==> src/rtl/core/vccc_ram.sv <==
// Simple dual-port synchronous RAM, one write and one registered read port.
module vccc_ram #(
    parameter int ADDR_W = 6,
    parameter int DATA_W = 1
) (
    input  logic              i_clk,
    input  logic              i_we,
    input  logic [ADDR_W-1:0] i_waddr,
    input  logic [DATA_W-1:0] i_wdata,
    input  logic              i_re,
    input  logic [ADDR_W-1:0] i_raddr,
    output logic [DATA_W-1:0] o_rdata
);

    logic [DATA_W-1:0] r_mem [2**ADDR_W];
    logic [DATA_W-1:0] r_rdata;

    always_ff @(posedge i_clk) begin
        if (i_we) begin
            r_mem[i_waddr] <= i_wdata;
        end
    end

    always_ff @(posedge i_clk) begin
        if (i_re) begin
            r_rdata <= r_mem[i_raddr];
        end
    end

    assign o_rdata = r_rdata;

endmodule

==> config.mk <==
export PLATFORM = sky130hd
export DESIGN_NAME = vccc_ram
export DESIGN_NICKNAME = d
export VERILOG_FILES = /design/src/rtl/core/vccc_ram.sv
export SDC_FILE = /design/constraint.sdc
export NUM_CORES = 1
export LEC_CHECK = 0
export BUFFER_PORTS_ARGS = -buffer_cell sky130_fd_sc_hd__buf_4
export CAP_MARGIN = 20
export CORE_UTILIZATION = 35
export CTS_CLUSTER_SIZE = 12
export DETAILED_ROUTE_END_ITERATION = 10
export GPL_TIMING_DRIVEN = 0
export PLACE_DENSITY = 0.48
export SLEW_MARGIN = 20
export SYNTH_ARGS = -nofsm -noshare
export SYNTH_HDL_FRONTEND = slang
export SYNTH_SLANG_ARGS = --single-unit
==> constraint.sdc <==
create_clock -name i_clk -period 5.6 [get_ports i_clk]
set_input_delay 1.12 -clock i_clk [delete_from_list [all_inputs] [get_ports i_clk]]
set_output_delay 1.12 -clock i_clk [all_outputs]
set_load 0.01 [all_outputs]
# After elaboration in Yosys (flattened, before gate mapping)
# Memory sizes are Yosys's and may differ from the RTL's. A register that Yosys moved wholly into a read port is not among the register bits.
# Cells that the tools add are included.
# totals
register_bits,0
ram_bits,64
in_bits,16
output_inout_bits,1
word_cells,3
n_memories,1
# memory_table
name,depth,width,read_ports,rd_clocked_by_memory_dff,write_ports,line_no,text
r_mem,64,1,1,1,1,15,logic [DATA_W-1:0] r_mem [2**ADDR_W];
# classes
n_mux,2
# ops
op,count
1-bit two-way mux,2

# Depth between registers and ports, before layout
# depth
ltp_word,2
depth_mapped,6
ltp_nobuf,4

# Least setup slack after synthesis
# OpenSTA, ideal clock, no wires.
# synth_timing
path_type,in2reg
start,in i_raddr[1]
end,"reg r_rdata, in the netlist o_rdata (read register of r_mem), data pin"
setup_time_ns,0.257
arrival_ns,2.538
path_slack_ns,2.805
cell_stages,5
path_buffers,1
path_cell_list,buf_6 -> mux4_2 -> mux4_2 -> or2_0 -> a32o_1
# synth_rtl
item,line_no,text
from (decl),11,"input logic [ADDR_W-1:0] i_raddr,"
to (decl),16,logic [DATA_W-1:0] r_rdata;

==> results by group <==
Power
  • Clk network pwr share: about 38%
  • Net Sw Frac: a little over a fifth
  • Sequential Power Share: 55.6%
  • Peak supply drop: 0.101 mV
  • Gate power share: under 10%
  • Tot Pwr: 0.971 mW
  • P_int: 0.763 mW
  • LEAKAGE: about 1.0 nW
  • Switch Pwr: about 0.21 mW
  • Power per Cell Area: 295 nW/µm²

Floorplan
  • Die area: slightly below 9000 µm²
  • Row count: 32
  • Core area: 7890 µm²
  • Die Y: 93.4 µm
  • Die Span X: ~93 µm
  • I/O pins: 17
  • Initial core utilization: 37.1%

GRT
  • Initial antenna violation count: 0
  • Vias in the first global route: between 1,500 and 2,000
  • Gr ovfl total: 0
  • Global-route wire length before repair: roughly 10000 µm
  • Largest net degree at the start of global routing: 65
  • GRT Total Usage: 16.3%

Layout
  • Share of cells above drive strength 1: 14.9%
  • Layout Nets: 240
  • Area grow syn2layout: 12.7%
  • Commonest non-fill, non-tap cells in the layout: 67 x nor2_1, 65 x edfxtp_1, 11 x clkbuf_1, 10 x mux4_2
  • Final Non-Filler Cells: 330
  • Fin util: 41.8%
  • Ant diodes: 0
  • Most common cell after layout, fill and taps aside: nor2_1

Placed design
  • Dpl cells: 315
  • Final GP Congestion: 0.668
  • HPWL Detailed: 3930 µm
  • Port Buffers: 9

Run
  • Max-Cap Viols: 0

Clocking
  • Root buffer cell: clkbuf_8
  • Count of cells resized by post-cts repair: 0
  • CTS Sinks: 65
  • Worst-path clk slew: 0.06 ns
  • Clk Latency, worst-skew pair: between 0.3 and 0.4 ns
  • # hold bufs at CTS: 0
  • CTS buffer count: 9
  • Post-CTS Setup Bufs: 0
  • Number of H-tree levels: 3
  • CTS tree: yes
  • Maximum root-to-sink buffer count: 2

Synthesis
  • Post-synthesis compound-gate area fraction: between 1.5 and 2%
  • Post-Syn Area: approximately 2900 µm²
  • Post-Synth XOR/XNOR Area: 0%
  • Ranking of synthesized cells by area: edfxtp_1 67%, nor2_1 8.6%, mux4_2 7.7%, mux4_1 6.3%, nand3_1 1.5%
  • Yosys reg bits: 65
  • Post-synthesis adder-cell area fraction: 0%
  • Syn Area/Cell: 14.3 µm²
  • Gate Count Post-Synth: 204
  • Synth Warn #: 0
  • Post-synth top area share: 66.8%
  • Mux share of post-synthesis cell area: 14.0%
  • Syn_nets: 220
  • Post-Synth Simple-Gate Area: ~16%
  • Post-synth cell types: 24
  • Area leader, netlist: edfxtp_1
  • Combinational family with the most area after synthesis: simple AND/OR/NAND/NOR gates
  • Register area share after synthesis: around 67%

Worst setup path
  • Setup crit end kind: register
  • Critical path required time: 5.69 ns
  • Critical path peak fanout: 10
  • Worst Path Arrival: 2.94 ns
  • Crit start category: input port
  • Crit Path Category: input port to register

STA
  • Period Utilization, post-route: 50.9%
  • Final Setup Violations: 0
  • Final hold vios: 0
  • Transition time of the tightest slew-check pin: 0.595 ns
  • Slew HR: 60.3%
  • Minimum hold slack: 0.966 ns
  • Setup Total Neg Slack: 0 ns
  • Fmax: 0.351 GHz
  • Unrepaired setup endpoints after global routing: no
  • Pins Over Slew Limit: 0
  • Min Tclk post-route: 2.85 ns
  • Clock Skew: 0.00285 ns

Min path
  • Hold Path Class: register to register

Route
  • Vias per inst: 5.25
  • Average wire per standard cell: ~19 µm
  • Via count: 1,733
  • Antenna-violating nets left: 0
  • # DRC: 0
  • TritonRoute pass-1 iters: 4
  • Iter 0 DRT Violations: 93
  • Total wire length: 6240 µm

Status
  • Status: complete, no violations
## layout make-up
class | count | area [µm²]
Tap cell | 102 | 128
Clock inverter | 5 | 47.5
Sequential cell | 65 | 1950
Multi-Input combinational cell | 127 | 918
Buffer | 12 | 53.8
Fill cell | 751 | 4590
Timing Repair Buffer | 9 | 67.6
Clock buffer | 10 | 128
## power by group through the flow
stage / Sequential, mW / Clock [mW] / Combinational, mW
4_1_cts: 0.540 / 0.374 / 0.0674
3_3_place_gp: 0.551 / 0 / 0.0675
2_1_floorplan: 0.551 / 0 / 0.0388
3_5_place_dp: 0.551 / 0 / 0.0672
6_report: 0.540 / 0.365 / 0.0665
5_1_grt: 0.540 / 0.392 / 0.0730
## worst max-delay path, stage by stage
cell	delay (ns)
clkbuf_1	0.32
clkbuf_1	0.52
mux4_2	0.41
a21boi_0	0.18
nand4_1	0.11
a32o_1	0.28
## metal layers
metal  global-route usage, %  vias to the layer above  part of all wire (%)
li1                        -                      807                     -
met1                    20.9                      874                    45
met2                    26.2                       44                    49
met3                    3.33                        8                   4.9
met4                    8.46                        0                   1.7
met5                       0                        -                     0
## synth_stat cells
master and count:
nor2_1 67, edfxtp_1 65, clkbuf_1 10, mux4_2 10, nand3_1 9, mux4_1 7, nand2_1 7, nor2b_1 5
nand3b_1 4, nand4_1 3, a22oi_1 2, nand2b_1 2, nor3_1 2, a21boi_0 1, a21oi_1 1, a32o_1 1
a41oi_1 1, and2b_1 1, buf_2 1, buf_6 1, nand4b_1 1, or2_0 1, or3_1 1, or3b_2 1
## flip-flops by register name, summed over array words and instances, names as in the netlist
name and count:
r_mem 64, o_rdata 1
## logic make-up (layout without fill, tap and decap cells)
kind of cell | Yosys count | in the layout
muxes | 17 | 17
AOI/OAI and AO/OA | 6 | 6
buffers and inverters | 12 | 36
and+or+nand+nor | 104 | 104
DFF | 65 | 65
## worst paths after layout
check	start	slack (ns)	cells after the start	end
worst max-delay path	i_raddr[2]	2.75	6	o_rdata
worst max register to register	r_mem[2]	3.56	4	o_rdata
worst min register to register	r_mem[40]	0.97	4	o_rdata
worst min-delay path	r_mem[40]	0.97	4	o_rdata
## metrics by stage
step / cell area [µm²] / setup slack, ns
2_1_floorplan: 2920 / 2.81
3_3_place_gp: 3120 / 2.37
3_5_place_dp: 3120 / 2.35
4_1_cts: 3290 / 2.71
5_1_grt: 3290 / 2.58
6_report: 3290 / 2.75
No activity file was read; power rests on OpenSTA's default activity.
